### config.mk
export PLATFORM = sky130hd
export DESIGN_NAME = process_table_round_robin_scheduler_flat
export DESIGN_NICKNAME = d
export VERILOG_FILES = /design/src/rtl/prrs_pkg.sv /design/src/rtl/prrs_if.sv /design/src/rtl/prrs_datapath.sv /design/src/rtl/process_table_round_robin_scheduler.sv /design/src/flat_wrapper.sv
export SDC_FILE = /design/constraint.sdc
export NUM_CORES = 1
export LEC_CHECK = 0
export ABC_AREA = 1
export BUFFER_PORTS_ARGS = -buffer_cell sky130_fd_sc_hd__clkbuf_2
export CELL_PAD_IN_SITES_DETAIL_PLACEMENT = 0
export CELL_PAD_IN_SITES_GLOBAL_PLACEMENT = 2
export CORE_MARGIN = 4
export CORE_UTILIZATION = 30
export DETAILED_ROUTE_END_ITERATION = 6
export MAX_ROUTING_LAYER = met4
export PLACE_DENSITY_LB_ADDON = 0.1
export SLEW_MARGIN = 20
export SYNTH_ARGS = -nofsm -noshare
export SYNTH_HDL_FRONTEND = slang
export SYNTH_SLANG_ARGS = --single-unit
### constraint.sdc
create_clock -name clk -period 5.81 [get_ports clk]
set_input_delay 1.162 -clock clk [delete_from_list [all_inputs] [get_ports clk]]
set_output_delay 1.162 -clock clk [all_outputs]
set_load 0.05 [all_outputs]
### src/rtl/prrs_pkg.sv
package prrs_pkg;

    localparam int MAX_SLOTS   = 16;
    localparam int SLOT_W      = $clog2(MAX_SLOTS);
    localparam int LEN_W       = $clog2(MAX_SLOTS + 1);
    localparam int UPC_W       = 5;
    localparam int UCODE_DEPTH = 1 << UPC_W;

    typedef logic [SLOT_W-1:0] slot_t;
    typedef logic [LEN_W-1:0]  len_t;
    typedef logic [UPC_W-1:0]  upc_t;

    // operation codes
    localparam logic [1:0] OP_ALLOC = 2'd0;
    localparam logic [1:0] OP_FREE  = 2'd1;
    localparam logic [1:0] OP_SET   = 2'd2;
    localparam logic [1:0] OP_TICK  = 2'd3;

    // result status codes
    localparam logic [1:0] STAT_OK   = 2'd0;
    localparam logic [1:0] STAT_FULL = 2'd1;
    localparam logic [1:0] STAT_BAD  = 2'd2;
    localparam logic [1:0] STAT_CUR  = 2'd3;

    // run states of a slot
    localparam logic [1:0] RS_RUNNING  = 2'd0;
    localparam logic [1:0] RS_SLEEPING = 2'd1;
    localparam logic [1:0] RS_STOPPING = 2'd2;

    typedef enum logic [3:0] {
        A_NOP,
        A_IDX_ZERO,
        A_NEXT,
        A_IDX_CUR1,
        A_IDX_SUB,
        A_ALLOC,
        A_FULL,
        A_BADT,
        A_CURERR,
        A_CLEAR_SLOT,
        A_CLEAR_IDX,
        A_TRIM,
        A_SETST,
        A_SWITCH,
        A_EMIT
    } act_t;

    typedef enum logic [3:0] {
        C_NEVER,
        C_ALWAYS,
        C_IDX_GE_LEN,
        C_IDX_LT_LEN,
        C_IDX_UNUSED,
        C_BAD_SLOT,
        C_BAD_SET,
        C_SLOT_CUR,
        C_LEN_FULL,
        C_TRIM_STOP,
        C_LEN_ZERO,
        C_IDX_CUR,
        C_RUNNING,
        C_NOT_STOPPING,
        C_CNT_ZERO
    } cond_t;

    typedef enum logic [1:0] {
        ADDR_IDX,
        ADDR_SLOT,
        ADDR_LAST
    } addr_sel_t;

    typedef struct packed {
        act_t      act;
        cond_t     cond;
        addr_sel_t addr;
        upc_t      target;
    } uword_t;

    typedef struct packed {
        act_t      act;
        addr_sel_t addr;
    } dp_ctrl_t;

    typedef struct packed {
        logic       idx_ge_len;
        logic       len_full;
        logic       len_zero;
        logic       slot_lt_len;
        logic       slot_is_cur;
        logic       idx_is_cur;
        logic       cnt_zero;
        logic       rd_used;
        logic [1:0] rd_state;
    } dp_flags_t;

    // program labels
    localparam upc_t UPC_ALLOC    = upc_t'(0);
    localparam upc_t UPC_A_SCAN   = upc_t'(1);
    localparam upc_t UPC_A_APPEND = upc_t'(4);
    localparam upc_t UPC_A_TAKE   = upc_t'(5);
    localparam upc_t UPC_A_FULL   = upc_t'(6);
    localparam upc_t UPC_FREE     = upc_t'(7);
    localparam upc_t UPC_F_TRIM   = upc_t'(10);
    localparam upc_t UPC_BAD      = upc_t'(12);
    localparam upc_t UPC_CUR      = upc_t'(13);
    localparam upc_t UPC_SET      = upc_t'(14);
    localparam upc_t UPC_TICK     = upc_t'(16);
    localparam upc_t UPC_T_MOD    = upc_t'(18);
    localparam upc_t UPC_T_TEST   = upc_t'(20);
    localparam upc_t UPC_T_TRIM   = upc_t'(25);
    localparam upc_t UPC_T_LENCHK = upc_t'(27);
    localparam upc_t UPC_T_NEXT   = upc_t'(28);
    localparam upc_t UPC_T_SWITCH = upc_t'(29);
    localparam upc_t UPC_EMIT     = upc_t'(30);
    localparam upc_t UPC_NONE     = upc_t'(0);

    // each word: action, jump condition, table read port address, jump target
    localparam uword_t UCODE [UCODE_DEPTH] = '{
        // allocate
        '{A_IDX_ZERO,   C_NEVER,        ADDR_IDX,  UPC_NONE},
        '{A_NOP,        C_IDX_GE_LEN,   ADDR_IDX,  UPC_A_APPEND},
        '{A_NOP,        C_IDX_UNUSED,   ADDR_IDX,  UPC_A_TAKE},
        '{A_NEXT,       C_ALWAYS,       ADDR_IDX,  UPC_A_SCAN},
        '{A_NOP,        C_LEN_FULL,     ADDR_IDX,  UPC_A_FULL},
        '{A_ALLOC,      C_ALWAYS,       ADDR_IDX,  UPC_EMIT},
        '{A_FULL,       C_ALWAYS,       ADDR_IDX,  UPC_EMIT},
        // free
        '{A_NOP,        C_BAD_SLOT,     ADDR_SLOT, UPC_BAD},
        '{A_NOP,        C_SLOT_CUR,     ADDR_SLOT, UPC_CUR},
        '{A_CLEAR_SLOT, C_NEVER,        ADDR_SLOT, UPC_NONE},
        '{A_NOP,        C_TRIM_STOP,    ADDR_LAST, UPC_EMIT},
        '{A_TRIM,       C_ALWAYS,       ADDR_LAST, UPC_F_TRIM},
        '{A_BADT,       C_ALWAYS,       ADDR_IDX,  UPC_EMIT},
        '{A_CURERR,     C_ALWAYS,       ADDR_IDX,  UPC_EMIT},
        // set state
        '{A_NOP,        C_BAD_SET,      ADDR_SLOT, UPC_BAD},
        '{A_SETST,      C_ALWAYS,       ADDR_SLOT, UPC_EMIT},
        // tick
        '{A_NOP,        C_LEN_ZERO,     ADDR_IDX,  UPC_EMIT},
        '{A_IDX_CUR1,   C_NEVER,        ADDR_IDX,  UPC_NONE},
        '{A_NOP,        C_IDX_LT_LEN,   ADDR_IDX,  UPC_T_TEST},
        '{A_IDX_SUB,    C_ALWAYS,       ADDR_IDX,  UPC_T_MOD},
        '{A_NOP,        C_CNT_ZERO,     ADDR_IDX,  UPC_EMIT},
        '{A_NOP,        C_IDX_CUR,      ADDR_IDX,  UPC_EMIT},
        '{A_NOP,        C_RUNNING,      ADDR_IDX,  UPC_T_SWITCH},
        '{A_NOP,        C_NOT_STOPPING, ADDR_IDX,  UPC_T_NEXT},
        '{A_CLEAR_IDX,  C_NEVER,        ADDR_IDX,  UPC_NONE},
        '{A_NOP,        C_TRIM_STOP,    ADDR_LAST, UPC_T_LENCHK},
        '{A_TRIM,       C_ALWAYS,       ADDR_LAST, UPC_T_TRIM},
        '{A_NOP,        C_LEN_ZERO,     ADDR_IDX,  UPC_EMIT},
        '{A_NEXT,       C_ALWAYS,       ADDR_IDX,  UPC_T_MOD},
        '{A_SWITCH,     C_ALWAYS,       ADDR_IDX,  UPC_EMIT},
        // result hand-off, shared by all programs
        '{A_EMIT,       C_NEVER,        ADDR_IDX,  UPC_NONE},
        '{A_NOP,        C_ALWAYS,       ADDR_IDX,  UPC_EMIT}
    };

    function automatic upc_t entry_of(input logic [1:0] op);
        upc_t e;
        unique case (op)
            OP_ALLOC: e = UPC_ALLOC;
            OP_FREE:  e = UPC_FREE;
            OP_SET:   e = UPC_SET;
            OP_TICK:  e = UPC_TICK;
            default:  e = UPC_EMIT;
        endcase
        return e;
    endfunction

endpackage

### src/rtl/prrs_if.sv
interface prrs_req_if;
    logic                  valid;
    logic                  ready;
    logic [1:0]            op;
    prrs_pkg::slot_t       slot;
    logic [1:0]            new_state;

    modport source (output valid, output op, output slot, output new_state, input ready);
    modport sink   (input valid, input op, input slot, input new_state, output ready);
endinterface

interface prrs_rsp_if;
    logic                  valid;
    logic                  ready;
    logic [1:0]            status;
    prrs_pkg::slot_t       slot_out;
    logic                  switched;

    modport source (output valid, output status, output slot_out, output switched, input ready);
    modport sink   (input valid, input status, input slot_out, input switched, output ready);
endinterface

### src/rtl/prrs_datapath.sv
module prrs_datapath (
    input  logic                clk,
    input  logic                rst_n,
    input  prrs_pkg::dp_ctrl_t  ctrl,
    input  prrs_pkg::slot_t     slot,
    input  logic [1:0]          new_state,
    output prrs_pkg::dp_flags_t flags,
    output prrs_pkg::len_t      idx,
    output prrs_pkg::slot_t     cur
);
    import prrs_pkg::*;

    logic       used_reg  [MAX_SLOTS];
    logic [1:0] state_reg [MAX_SLOTS];
    len_t       len_reg;
    slot_t      cur_reg;
    len_t       idx_reg;
    len_t       cnt_reg;

    len_t       len_last;
    slot_t      rd_addr;
    slot_t      idx_slot;

    assign len_last = len_reg - LEN_W'(1);
    assign idx_slot = idx_reg[SLOT_W-1:0];

    // single read port, address picked by the control word
    always_comb
    begin
        unique case (ctrl.addr)
            ADDR_IDX:  rd_addr = idx_slot;
            ADDR_SLOT: rd_addr = slot;
            ADDR_LAST: rd_addr = len_last[SLOT_W-1:0];
            default:   rd_addr = idx_slot;
        endcase
    end

    always_comb
    begin
        flags.idx_ge_len  = idx_reg >= len_reg;
        flags.len_full    = len_reg == LEN_W'(MAX_SLOTS);
        flags.len_zero    = len_reg == '0;
        flags.slot_lt_len = LEN_W'(slot) < len_reg;
        flags.slot_is_cur = slot == cur_reg;
        flags.idx_is_cur  = idx_reg == LEN_W'(cur_reg);
        flags.cnt_zero    = cnt_reg == '0;
        flags.rd_used     = used_reg[rd_addr];
        flags.rd_state    = state_reg[rd_addr];
    end

    assign idx = idx_reg;
    assign cur = cur_reg;

    always_ff @(posedge clk or negedge rst_n)
    begin
        if (!rst_n)
        begin
            for (int i = 0; i < MAX_SLOTS; i++)
            begin
                used_reg[i]  <= 1'b0;
                state_reg[i] <= RS_RUNNING;
            end
            len_reg <= '0;
            cur_reg <= '0;
            idx_reg <= '0;
            cnt_reg <= '0;
        end
        else
        begin
            unique case (ctrl.act)
                A_IDX_ZERO:
                begin
                    idx_reg <= '0;
                end
                A_NEXT:
                begin
                    idx_reg <= idx_reg + LEN_W'(1);
                    cnt_reg <= cnt_reg - LEN_W'(1);
                end
                A_IDX_CUR1:
                begin
                    idx_reg <= LEN_W'(cur_reg) + LEN_W'(1);
                    cnt_reg <= len_reg;
                end
                A_IDX_SUB:
                begin
                    idx_reg <= idx_reg - len_reg;
                end
                A_ALLOC:
                begin
                    used_reg[idx_slot]  <= 1'b1;
                    state_reg[idx_slot] <= RS_RUNNING;
                    // scan ran off the end: append a slot
                    if (idx_reg == len_reg)
                    begin
                        len_reg <= len_reg + LEN_W'(1);
                    end
                end
                A_CLEAR_SLOT:
                begin
                    used_reg[slot]  <= 1'b0;
                    state_reg[slot] <= RS_RUNNING;
                end
                A_CLEAR_IDX:
                begin
                    used_reg[idx_slot]  <= 1'b0;
                    state_reg[idx_slot] <= RS_RUNNING;
                end
                A_TRIM:
                begin
                    len_reg <= len_last;
                end
                A_SETST:
                begin
                    state_reg[slot] <= new_state;
                end
                A_SWITCH:
                begin
                    cur_reg <= idx_slot;
                end
                default:
                begin
                end
            endcase
        end
    end

endmodule

### src/rtl/process_table_round_robin_scheduler.sv
// Process slot table with a round-robin tick, run by a small microprogram:
// one control word per cycle from a 32-word constant table, with a program
// counter and conditional jumps. One request is worked on at a time; the
// next is taken the cycle after the program of the previous one has handed
// its result to the output register, and a result still waiting there holds
// the program on its last step. A free also drops the trailing unused slots,
// an allocate scans the slots in order for an unused one and appends one past
// the end when none is free, and a tick visits the slots in turn, wrapping its
// index, clearing stopping slots and trimming trailing unused ones as it goes;
// the serial scan through the slot table sets how long these three take.
module process_table_round_robin_scheduler (
    input  logic      clk,
    input  logic      rst_n,
    prrs_req_if.sink  req,
    prrs_rsp_if.source rsp
);
    import prrs_pkg::*;

    logic       busy_reg;
    upc_t       upc_reg;
    logic       out_valid_reg;

    logic [1:0] op_reg;
    slot_t      slot_reg;
    logic [1:0] ns_reg;
    logic [1:0] status_reg;
    slot_t      sout_reg;
    logic       sw_reg;

    logic [1:0] out_status_reg;
    slot_t      out_slot_reg;
    logic       out_switched_reg;

    uword_t     uw;
    logic       cond_true;
    logic       emit_go;
    logic       start;
    logic       bad_slot;
    dp_ctrl_t   dp_ctrl;
    dp_flags_t  flags;
    len_t       idx;
    slot_t      cur;

    prrs_datapath u_datapath (
        .clk       (clk),
        .rst_n     (rst_n),
        .ctrl      (dp_ctrl),
        .slot      (slot_reg),
        .new_state (ns_reg),
        .flags     (flags),
        .idx       (idx),
        .cur       (cur)
    );

    assign uw       = UCODE[upc_reg];
    assign start    = req.valid && !busy_reg;
    assign emit_go  = busy_reg && (uw.act == A_EMIT) && (!out_valid_reg || rsp.ready);
    assign bad_slot = !(flags.slot_lt_len && flags.rd_used);

    assign dp_ctrl.act  = busy_reg ? uw.act : A_NOP;
    assign dp_ctrl.addr = uw.addr;

    always_comb
    begin
        unique case (uw.cond)
            C_NEVER:        cond_true = 1'b0;
            C_ALWAYS:       cond_true = 1'b1;
            C_IDX_GE_LEN:   cond_true = flags.idx_ge_len;
            C_IDX_LT_LEN:   cond_true = !flags.idx_ge_len;
            C_IDX_UNUSED:   cond_true = !flags.rd_used;
            C_BAD_SLOT:     cond_true = bad_slot;
            C_BAD_SET:      cond_true = bad_slot || (ns_reg > RS_STOPPING);
            C_SLOT_CUR:     cond_true = flags.slot_is_cur;
            C_LEN_FULL:     cond_true = flags.len_full;
            C_TRIM_STOP:    cond_true = flags.len_zero || flags.rd_used;
            C_LEN_ZERO:     cond_true = flags.len_zero;
            C_IDX_CUR:      cond_true = flags.idx_is_cur;
            C_RUNNING:      cond_true = flags.rd_used && (flags.rd_state == RS_RUNNING);
            C_NOT_STOPPING: cond_true = !(flags.rd_used && (flags.rd_state == RS_STOPPING));
            C_CNT_ZERO:     cond_true = flags.cnt_zero;
            default:        cond_true = 1'b0;
        endcase
    end

    assign req.ready    = !busy_reg;
    assign rsp.valid    = out_valid_reg;
    assign rsp.status   = out_status_reg;
    assign rsp.slot_out = out_slot_reg;
    assign rsp.switched = out_switched_reg;

    // sequencer control
    always_ff @(posedge clk or negedge rst_n)
    begin
        if (!rst_n)
        begin
            busy_reg      <= 1'b0;
            upc_reg       <= UPC_EMIT;
            out_valid_reg <= 1'b0;
        end
        else
        begin
            if (start)
            begin
                busy_reg <= 1'b1;
                upc_reg  <= entry_of(req.op);
            end
            else if (busy_reg)
            begin
                if (uw.act == A_EMIT)
                begin
                    // hold here until the output register is free
                    if (emit_go)
                    begin
                        busy_reg <= 1'b0;
                    end
                end
                else if (cond_true)
                begin
                    upc_reg <= uw.target;
                end
                else
                begin
                    upc_reg <= upc_reg + UPC_W'(1);
                end
            end

            if (emit_go)
            begin
                out_valid_reg <= 1'b1;
            end
            else if (rsp.ready)
            begin
                out_valid_reg <= 1'b0;
            end
        end
    end

    // request and result payload
    always_ff @(posedge clk)
    begin
        if (start)
        begin
            op_reg     <= req.op;
            slot_reg   <= req.slot;
            ns_reg     <= req.new_state;
            status_reg <= STAT_OK;
            sout_reg   <= '0;
            sw_reg     <= 1'b0;
        end
        else if (busy_reg)
        begin
            unique case (uw.act)
                A_ALLOC:  sout_reg   <= idx[SLOT_W-1:0];
                A_FULL:   status_reg <= STAT_FULL;
                A_BADT:   status_reg <= STAT_BAD;
                A_CURERR: status_reg <= STAT_CUR;
                A_SWITCH: sw_reg     <= 1'b1;
                default:
                begin
                end
            endcase
        end

        if (emit_go)
        begin
            out_status_reg   <= status_reg;
            out_slot_reg     <= (op_reg == OP_TICK) ? cur : sout_reg;
            out_switched_reg <= sw_reg;
        end
    end

endmodule

### src/flat_wrapper.sv
// flat-port wrapper written by rule: the top's interface ports become plain ports
module process_table_round_robin_scheduler_flat import prrs_pkg::*;
  (clk, rst_n, req_valid, req_op, req_slot, req_new_state, req_ready, rsp_valid, rsp_status, rsp_slot_out, rsp_switched, rsp_ready);
  prrs_req_if req_i ();
  prrs_rsp_if rsp_i ();
  input  logic clk;
  input  logic rst_n;
  input wire logic [$bits(req_i.valid)-1:0] req_valid;
  input wire logic [$bits(req_i.op)-1:0] req_op;
  input wire logic [$bits(req_i.slot)-1:0] req_slot;
  input wire logic [$bits(req_i.new_state)-1:0] req_new_state;
  output wire logic [$bits(req_i.ready)-1:0] req_ready;
  output wire logic [$bits(rsp_i.valid)-1:0] rsp_valid;
  output wire logic [$bits(rsp_i.status)-1:0] rsp_status;
  output wire logic [$bits(rsp_i.slot_out)-1:0] rsp_slot_out;
  output wire logic [$bits(rsp_i.switched)-1:0] rsp_switched;
  input wire logic [$bits(rsp_i.ready)-1:0] rsp_ready;
  assign req_i.valid = req_valid;
  assign req_i.op = req_op;
  assign req_i.slot = req_slot;
  assign req_i.new_state = req_new_state;
  assign req_ready = req_i.ready;
  assign rsp_valid = rsp_i.valid;
  assign rsp_status = rsp_i.status;
  assign rsp_slot_out = rsp_i.slot_out;
  assign rsp_switched = rsp_i.switched;
  assign rsp_i.ready = rsp_ready;
  process_table_round_robin_scheduler u_core (.clk(clk), .rst_n(rst_n), .req(req_i), .rsp(rsp_i));
endmodule
======== Word-level counts from Yosys, hierarchy flattened ========
Memory sizes are Yosys's and may differ from the RTL's.
Cells that the tools add are included.
word-level totals
  register bits after elaboration ......... 96
  bits of input ports ..................... 12
  bits in read-only memories .............. 480
  logic and storage cells ................. 195
  memories kept ........................... 1
  output and inout port bits .............. 9
operators by class
  reduce and logical (&&, ||, !) cells .... 35
  muxes and demuxes ....................... 39
  bitwise logic cells ..................... 13
  add/subtract/negate cells ............... 7
  $lt $le $gt $ge ......................... 9
  equality and inequality tests ........... 43
memories
  name             words  width  rd ports  clocked after Yosys merged registers in  wr ports  line                                       text
  (no name shown)  32     15     1         0                                        0         process_table_round_robin_scheduler.sv:55  assign uw = UCODE[upc_reg];
operator list
  cell                 count
  $pmux 32 s3          1
  $and 32x32->32       2
  $not 32->32          2
  $eq 4x4->1 const B   15
  $pmux 16 s3          1
  $pmux 5 s4           2
  $eq 4x3->1 const B   9
  $and 16x16->16       2
  $bwmux 32            1
  $not 16->16          2
  $mux 15              2
  $mux 5               5
  $pmux 5 s2           2
  $demux 2 s4          2
  $eq 4x2->1 const B   4
  $or 16x16->16        1
  $add 5x1->5 const B  3
  $ge 5x5->1 const B   3
  $not 4->5            3
  $pmux 1 s14          1
  $eq 2x2->1 const B   5
  $logic_not 5->1      2
  $lt 5x1->1 const B   2
  $mux 1               10
  32 further kinds     64

======== Longest topological paths before layout ========
Gate-level depths: netlist of the first run.
  word-level depth ........................ 18
  mapped depth ............................ 29
  depth with buffers taken out ............ 28

======== Hierarchy ========
From an unflattened synthesis of the first run, not the netlist that was laid out.
unflattened totals
  cells, all modules ...................... 1,118
  area total of the unflattened synthesis .. 7,505.9 um2
by module, submodules not included
  module                               area each (um2)  seq. area each (um2)  instances  cells each
  prrs_datapath                        4,999.8          1,676.6               1          781
  process_table_round_robin_scheduler  2,506.2          770.7                 1          337

======== Worst setup path before layout of the first run ========
Ideal clock, no wire load.
  path type ............................... reg2reg
  start point ............................. register u_core.upc_reg[2]
  end point ............................... register u_core.upc_reg[0]
  cell stages (with the launch flop) ...... 26
  path slack .............................. 2.448 ns
  data arrival time ....................... 3.241 ns
  clock period less this slack ............ 3.362 ns
  buffers on the path ..................... 1
  required time ........................... 5.690 ns
  setup time .............................. 0.120 ns
  cell sequence ........................... dfstp_2 inv_2 ha_1 nor2_1 nor3_1 inv_1 ha_1 inv_2 nand3_1 nand2_1 buf_2 nand3_1 nand3_1 nand3_2 nand2_1 nand2_1 nand2_1 nand2_1 nand2_1 nand2_1 nor2_4 nand2_4 nand2_1 nand2_1 o21ai_1 nand2_1
on the way
  word-level cells in the longest chain between the ends .. 18
  elaborated cells between the ends (all ways) .. 46
RTL lines
  element                                                                     line                                                                                  text
  start: declaration                                                          process_table_round_robin_scheduler.sv:20                                             upc_t upc_reg;
  start signal: assignment                                                    process_table_round_robin_scheduler.sv:105                                            upc_reg <= entry_of(req.op);
  start signal: assignment                                                    process_table_round_robin_scheduler.sv:119                                            upc_reg <= uw.target;
  start signal: assignment                                                    process_table_round_robin_scheduler.sv:123                                            upc_reg <= upc_reg + UPC_W'(1);
  $not 5->6 (implied by the code) *                                           process_table_round_robin_scheduler.sv:55
  $mem_v2 32x15 *                                                             -
  $mux 15 (implied by the code) * (2 in a row)                                process_table_round_robin_scheduler.sv:55
  $eq 2x2->1 / $eq 2x1->1 (equally long branches)                             prrs_datapath.sv:30                                                                   unique case (ctrl.addr)
  $pmux 4 s2                                                                  prrs_datapath.sv:30
  $not 4->5 (implied by the code)                                             prrs_datapath.sv:47, prrs_datapath.sv:48
  $bmux 2 s4 / $bmux 1 s4 (equally long branches)                             prrs_datapath.sv:48, prrs_datapath.sv:47
  $mux 2 (implied by the code) / $mux 1 (equally long branches) (2 in a row)  prrs_datapath.sv:48, prrs_datapath.sv:47
  $eq 2x2->1 / $logic_and 1x1->1 (equally long branches)                      process_table_round_robin_scheduler.sv:79, process_table_round_robin_scheduler.sv:58
  $logic_and 1x1->1 / $logic_not 1->1 (equally long branches)                 process_table_round_robin_scheduler.sv:79, process_table_round_robin_scheduler.sv:58
  $logic_not 1->1 / $logic_or 1x1->1 (equally long branches)                  process_table_round_robin_scheduler.sv:79, process_table_round_robin_scheduler.sv:72
  $pmux 1 s14                                                                 process_table_round_robin_scheduler.sv:65                                             unique case (uw.cond)
  $mux 5                                                                      process_table_round_robin_scheduler.sv:117                                            else if (cond_true)
  $mux 5                                                                      process_table_round_robin_scheduler.sv:109                                            if (uw.act == A_EMIT)
  $mux 5                                                                      process_table_round_robin_scheduler.sv:107                                            else if (busy_reg)
  $mux 5                                                                      process_table_round_robin_scheduler.sv:102                                            if (start)
Every way passes the cells marked *; elsewhere a longest branch is shown, timed or not. The select of a mux whose other input is x is not followed.
A chain may end at the register's enable or synchronous reset.

======== Final worst setup path of the first run ========
Ends and elaborated chain as after synthesis.

==> results.toml, run 1 <==
[run_status]
status = "finished, final reports clean"

[route]
wire_per_inst_um = 18.5
drc = 0
first_iter_violations = 546
finalWirelength_um = 24300
via_per_inst = 4.98
ant_nets = 0
num_vias = 6529
drtPass1Iterations = 5

[cts]
clk_latency_ns = 0.36
htree_levels = 3
cts_buffers = 9
cts_setup_buffers = 0
cts-resized-gates = 0
clock_path_buffers = 2
cts_root_buf = "clkbuf_16"
cts.sinks = 96
cts_hold_buf = 0
clk_pin_slew_ns = 0.08
cts_tree = "done"

[global_route]
antenna_found_initial = 0
grt_pass1_wl_um = 38200
grt_max_degree = 62
gr-total-overflow = 0
grt_pass1_vias = 6185
grt_use_total = 0.194

[timing]
setup_tns_ns = 0
relSlewSlack = 0.408
layout_worst_path_cycle_share = 0.784
slew_violations = 0
skew_ns = 0.0147
hold_viol = 0
tightest_slew_ns = 0.888
rsz0062_at_grt = "no"
max_freq_mhz = 219
min_period_ns = 4.56
setup_viol = 0

[worst_setup_path]
worst_setup_path_end_kind = "flop"
crit_fanout = 25
reg2reg_from = "u_core.upc_reg[2]"
critPathKind = "flop to flop"
start_kind = "flop"
reg2reg_slack_ns = 1.25
rr_endpoint = "u_core.upc_reg[0]"
worstPathArrival_ns = 4.82
rr_worst_depth = 22
crit_required_ns = 6.07

[hold_path]
min_path_type = "flop to flop"
min_from = "u_core.sw_reg"
hold_path_end = "u_core.rsp.switched"
holdPathStages = 0

[synthesis]
synth-seq-cells = 96
synth_area_um2 = 7110
synth_nets = 1031
yosysTopAreaCellShare = 0.247
ys_warn_count = 0
async_flop_share = 0.771
ys_seq_area_frac = 0.344
syn_area_per_cell_um2 = 7.20
synth_top_cell_by_area = "dfrtp_1"
synth_cell_types = 53
synth_cells = 987
netlist_top_cells_area = "dfrtp_1 25%, nand2_1 11%, nand3_1 7.3%"
synthFlopType = "dfrtp_1"
synth-edff-count = 15

[layout]
areaGrowthSynthToFinish_pct = 8.52
drive_above_1_share = 0.117
antennaDiodeCount = 0
post-route-util = 0.330
largest_reg_flops = 32
layout.nets = 1032

[die]
num_rows = 56
initial_core_util = 0.304
die_w_um = 162
pin_count = 21
coreArea_um2 = 23400
dieArea_um2 = 26200
die_height_um = 162

[run]
maxCapViolCount = 0

[place]
dp_hpwl_um = 18200
routabilityCongestion = 0.806
io_buffer_count = 20
## worst max path at each step
stage,start,end,cells past startpoint
after floorplan,u_core.upc_reg[2],u_core.upc_reg[0],25
after global placement,u_core.upc_reg[2],u_core.upc_reg[0],24
after detailed placement,u_core.upc_reg[2],u_core.upc_reg[0],24
after global routing,u_core.upc_reg[2],u_core.upc_reg[0],24
after CTS,u_core.upc_reg[2],u_core.upc_reg[0],24
final,u_core.upc_reg[2],u_core.upc_reg[0],22
## placed cells by master (no fill, tap or decap), types with 15 or more instances in the layout
cell,synthesis,routed
nor2_1,95,95
o21ai_0,52,52
nand2_1,204,204
nand3_1,103,103
inv_2,19,19
ha_1,31,31
edfxtp_1,15,15
o21ai_1,18,18
a21oi_1,55,55
nand2_2,15,15
o22ai_1,39,39
dfrtp_1,70,70
inv_1,121,121
clkbuf_2,1,19
## worst max-delay path: stages (launching register included)
cell and delay (ns):
dfstp_2 0.76, inv_2 0.21, ha_1 0.33, nor2_1 0.04, nor3_1 0.26, inv_1 0.08
ha_1 0.38, nand2_2 0.42, nand2_2 0.41, nand2_1 0.16, nand3_1 0.10, nand3_1 0.11
nand3_2 0.11, nand2_1 0.12, nor2_1 0.05, a21oi_1 0.17, nand2_2 0.09, nor2_4 0.20
nand2_4 0.11, nand2_1 0.07, nand2_1 0.05, o21ai_1 0.13, nand2_1 0.06
## metrics by stage
| step | setup WS, ns | area, um^2 | instances | hold WS [ns] |
|---|---|---|---|---|
| finish | 1.25 | 7710 | 1312 | 0.435 |
| global route | 0.760 | 7710 | 1312 | 0.462 |
| floorplan | 2.45 | 7110 | 987 | 0.403 |
| detailed placement | 1.28 | 7430 | 1296 | 0.414 |
| global placement | 1.32 | 7430 | 1296 | 0.423 |
| CTS | 1.25 | 7710 | 1312 | 0.442 |
## metal layers
layer / GRT usage / share of wire / up-vias / wire [um]
met3: 0.0274 / 0.041 / 14 / 992
li1: - / - / 3310 / -
met4: 0.0354 / 0.0097 / 0 / 235
met1: 0.314 / 0.56 / 3062 / 13500
met2: 0.255 / 0.39 / 143 / 9540
met5: - / 0 / - / 0
## cells in the mapped netlist (15+ instances only)
| cell | count |
|---|---|
| a21oi_1 | 55 |
| dfrtp_1 | 70 |
| edfxtp_1 | 15 |
| ha_1 | 31 |
| inv_1 | 121 |
| inv_2 | 19 |
| nand2_1 | 204 |
| nand2_2 | 15 |
| nand3_1 | 103 |
| nor2_1 | 95 |
| o21ai_0 | 52 |
| o21ai_1 | 18 |
| o22ai_1 | 39 |
## cell type report
type	instances	area [um^2]
Clock inverter	7	53.8
Clock buffer	9	225
Tap cell	319	399
Fill cell	2601	15700
Timing Repair Buffer	24	133
Sequential cell	96	2450
Inverter	140	526
Multi-Input combinational cell	717	3930
## logic make-up (layout without fill, tap and decap cells)
| group | after synthesis | count (layout) | synth area share |
|---|---|---|---|
| DFF | 96 | 96 | 0.344 |
| buffers and inverters | 174 | 180 | 0.103 |
| xor gates and xnor gates | 15 | 15 | 0.0185 |
| and+or+nand+nor | 452 | 452 | 0.288 |
| AOI/OAI and AO/OA | 218 | 218 | 0.189 |
| adders and majority gates | 32 | 32 | 0.0574 |
Power of run 1 is not shown: default switching activity piles up to over one toggle a cycle in this logic, so the estimate is an artifact.
==> run 2, diff against run 1 <==
clock period = 4.22 ns   (was 5.81 ns; I/O delays follow)
==> results.toml, run 2 (synthesis gave the netlist of run 1 again) <==
[place]
post-place-ws_ns = 0.120
postPlaceCellArea_um2 = 7540
routabilityCongestion = 0.822
dp_hpwl_um = 19000
io_buffer_count = 20

[global_route]
grt_max_degree = 64
grt_pass1_wl_um = 39400
grt_use_total = 0.199
gr-total-overflow = 0
antenna_found_initial = 0
grt_pass1_vias = 6311

[worst_setup_path]
slowest_delay_ns = 0.57
crit_fanout = 24
critPathKind = "flop to flop"
critPathSlowestCell = "dfstp_2"
path_delay_family = "simple AND/OR/NAND/NOR gates"
crit_required_ns = 4.47
reg2reg_slack_ns = 0.37
crit_chain = "inv_1, ha_2, nand2_1, nor2_1, nor2_1, nor2_2, ha_2, inv_2, nand3_2, buf_6, nand3_1, nand3_1, nand3_1, nand3_1, nand2_1, nor2_1, a21oi_1, nand2_2, nor2_4, nand2_4, nand2_1, nand2_1, o21ai_1, nand2_1"
path_buf_inv = 3
worstPathArrival_ns = 4.10
start_kind = "flop"
timing.critical_path.mode_cell = "nand2_1"
worst_setup_path_end_kind = "flop"

[timing]
tightest_slew_ns = 0.891
skew_ns = 0.00568
setup_viol = 0
relSlewSlack = 0.406
slew_violations = 0
min_period_ns = 3.85
layout_worst_path_cycle_share = 0.912
hold_viol = 0
rsz0062_at_grt = "no"
finalWorstSetupSlack_ns = 0.370
setup_tns_ns = 0
max_freq_mhz = 260

[layout]
final_cell_mix = "204 x nand2_1, 121 x inv_1, 103 x nand3_1, 94 x nor2_1, 70 x dfrtp_1"
final_common_cell = "nand2_1"
fillers = 2614
antennaDiodeCount = 0
drive_above_1_share = 0.133
largest_reg_flops = 32
areaGrowthSynthToFinish_pct = 10.9
stdcell_area_um2 = 7880
layout.nets = 1046

[route]
drtPass1Iterations = 5
finalWirelength_um = 24900
drc = 0
num_vias = 6662
via_per_inst = 5.02
first_iter_violations = 526
wire_per_inst_um = 18.8
ant_nets = 0

[cts]
clk_pin_slew_ns = 0.08
cts_hold_buf = 0
clock_path_buffers = 2
cts_root_buf = "clkbuf_16"
cts_tree = "done"
cts_buffers = 9
clk_latency_ns = 0.36
cts_setup_buffers = 0
htree_levels = 3
cts.sinks = 96

[die]
die_w_um = 162
initial_core_util = 0.304
dieArea_um2 = 26200
die_height_um = 162
num_rows = 56
coreArea_um2 = 23400
pin_count = 21

[run]
maxCapViolCount = 0

[hold_path]
min_path_type = "flop to flop"

[run_status]
status = "finished, final reports clean"
## run 2: changes by cell type in the layout (fill, tap and decap cells not counted), moves of 2 or more
| cell | delta |
|---|---|
| buf_4 | +13 |
| clkinv_2 | -2 |
| ha_1 | -2 |
| ha_2 | +2 |
| nand2_2 | -2 |
## run 2: worst paths after layout
| kind | to | depth (start not counted) | startpoint |
|---|---|---|---|
| max in group asynchronous | u_core.upc_reg[4] | 2 | rst_n |
| setup / recovery | u_core.upc_reg[0] | 24 | u_core.upc_reg[1] |
| min in group asynchronous | u_core.u_datapath.cnt_reg[2] | 1 | rst_n |
| hold / removal | u_core.rsp.switched | 0 | u_core.sw_reg |
| hold reg to reg | u_core.rsp.switched | 0 | u_core.sw_reg |
| setup reg to reg | u_core.upc_reg[0] | 24 | u_core.upc_reg[1] |
## run 2: final cells by class
type	count	area (um^2)	share of cell area
flip-flops and latches	96	2450	0.311
well taps	319	399	0.0507
clock inverters	6	56.3	0.00715
clock buffers	10	250	0.0318
inverters	140	526	0.0667
multi-input cells	717	3960	0.502
repair buffers	38	241	0.0306
## run 2: worst register-to-register path, delay by kind of cell, from the launching register on
family,cells,cell delay (ns)
compound gates,2,0.34
flops,1,0.57
simple gates,17,1.71
buf+inv,3,0.41
fa+ha+maj,2,0.71
## run 2: what timing repair did
item,in CTS,in global routing
setup endpoints to repair,0,5
gates resized for setup,0,8
endpoints found under the hold margin,0,0
## run 2: metrics by stage
| stage | utilization | std cells | hold slack (ns) |
|---|---|---|---|
| final | 0.337 | 1326 | 0.435 |
| after global routing | 0.337 | 1326 | 0.460 |
| after CTS | 0.335 | 1326 | 0.441 |
| after detailed placement | 0.322 | 1310 | 0.416 |
| after global placement | 0.322 | 1310 | 0.423 |
| after floorplan | - | 987 | 0.403 |
## run 2: routing by layer
metal | global-route usage | vias to the layer above | part of all wire
met5 | - | - | 0
met4 | 0.0358 | 0 | 0.0072
met3 | 0.0315 | 12 | 0.047
met2 | 0.268 | 141 | 0.41
met1 | 0.313 | 3165 | 0.54
li1 | - | 3344 | -
Power of run 2 is left out for the same reason.
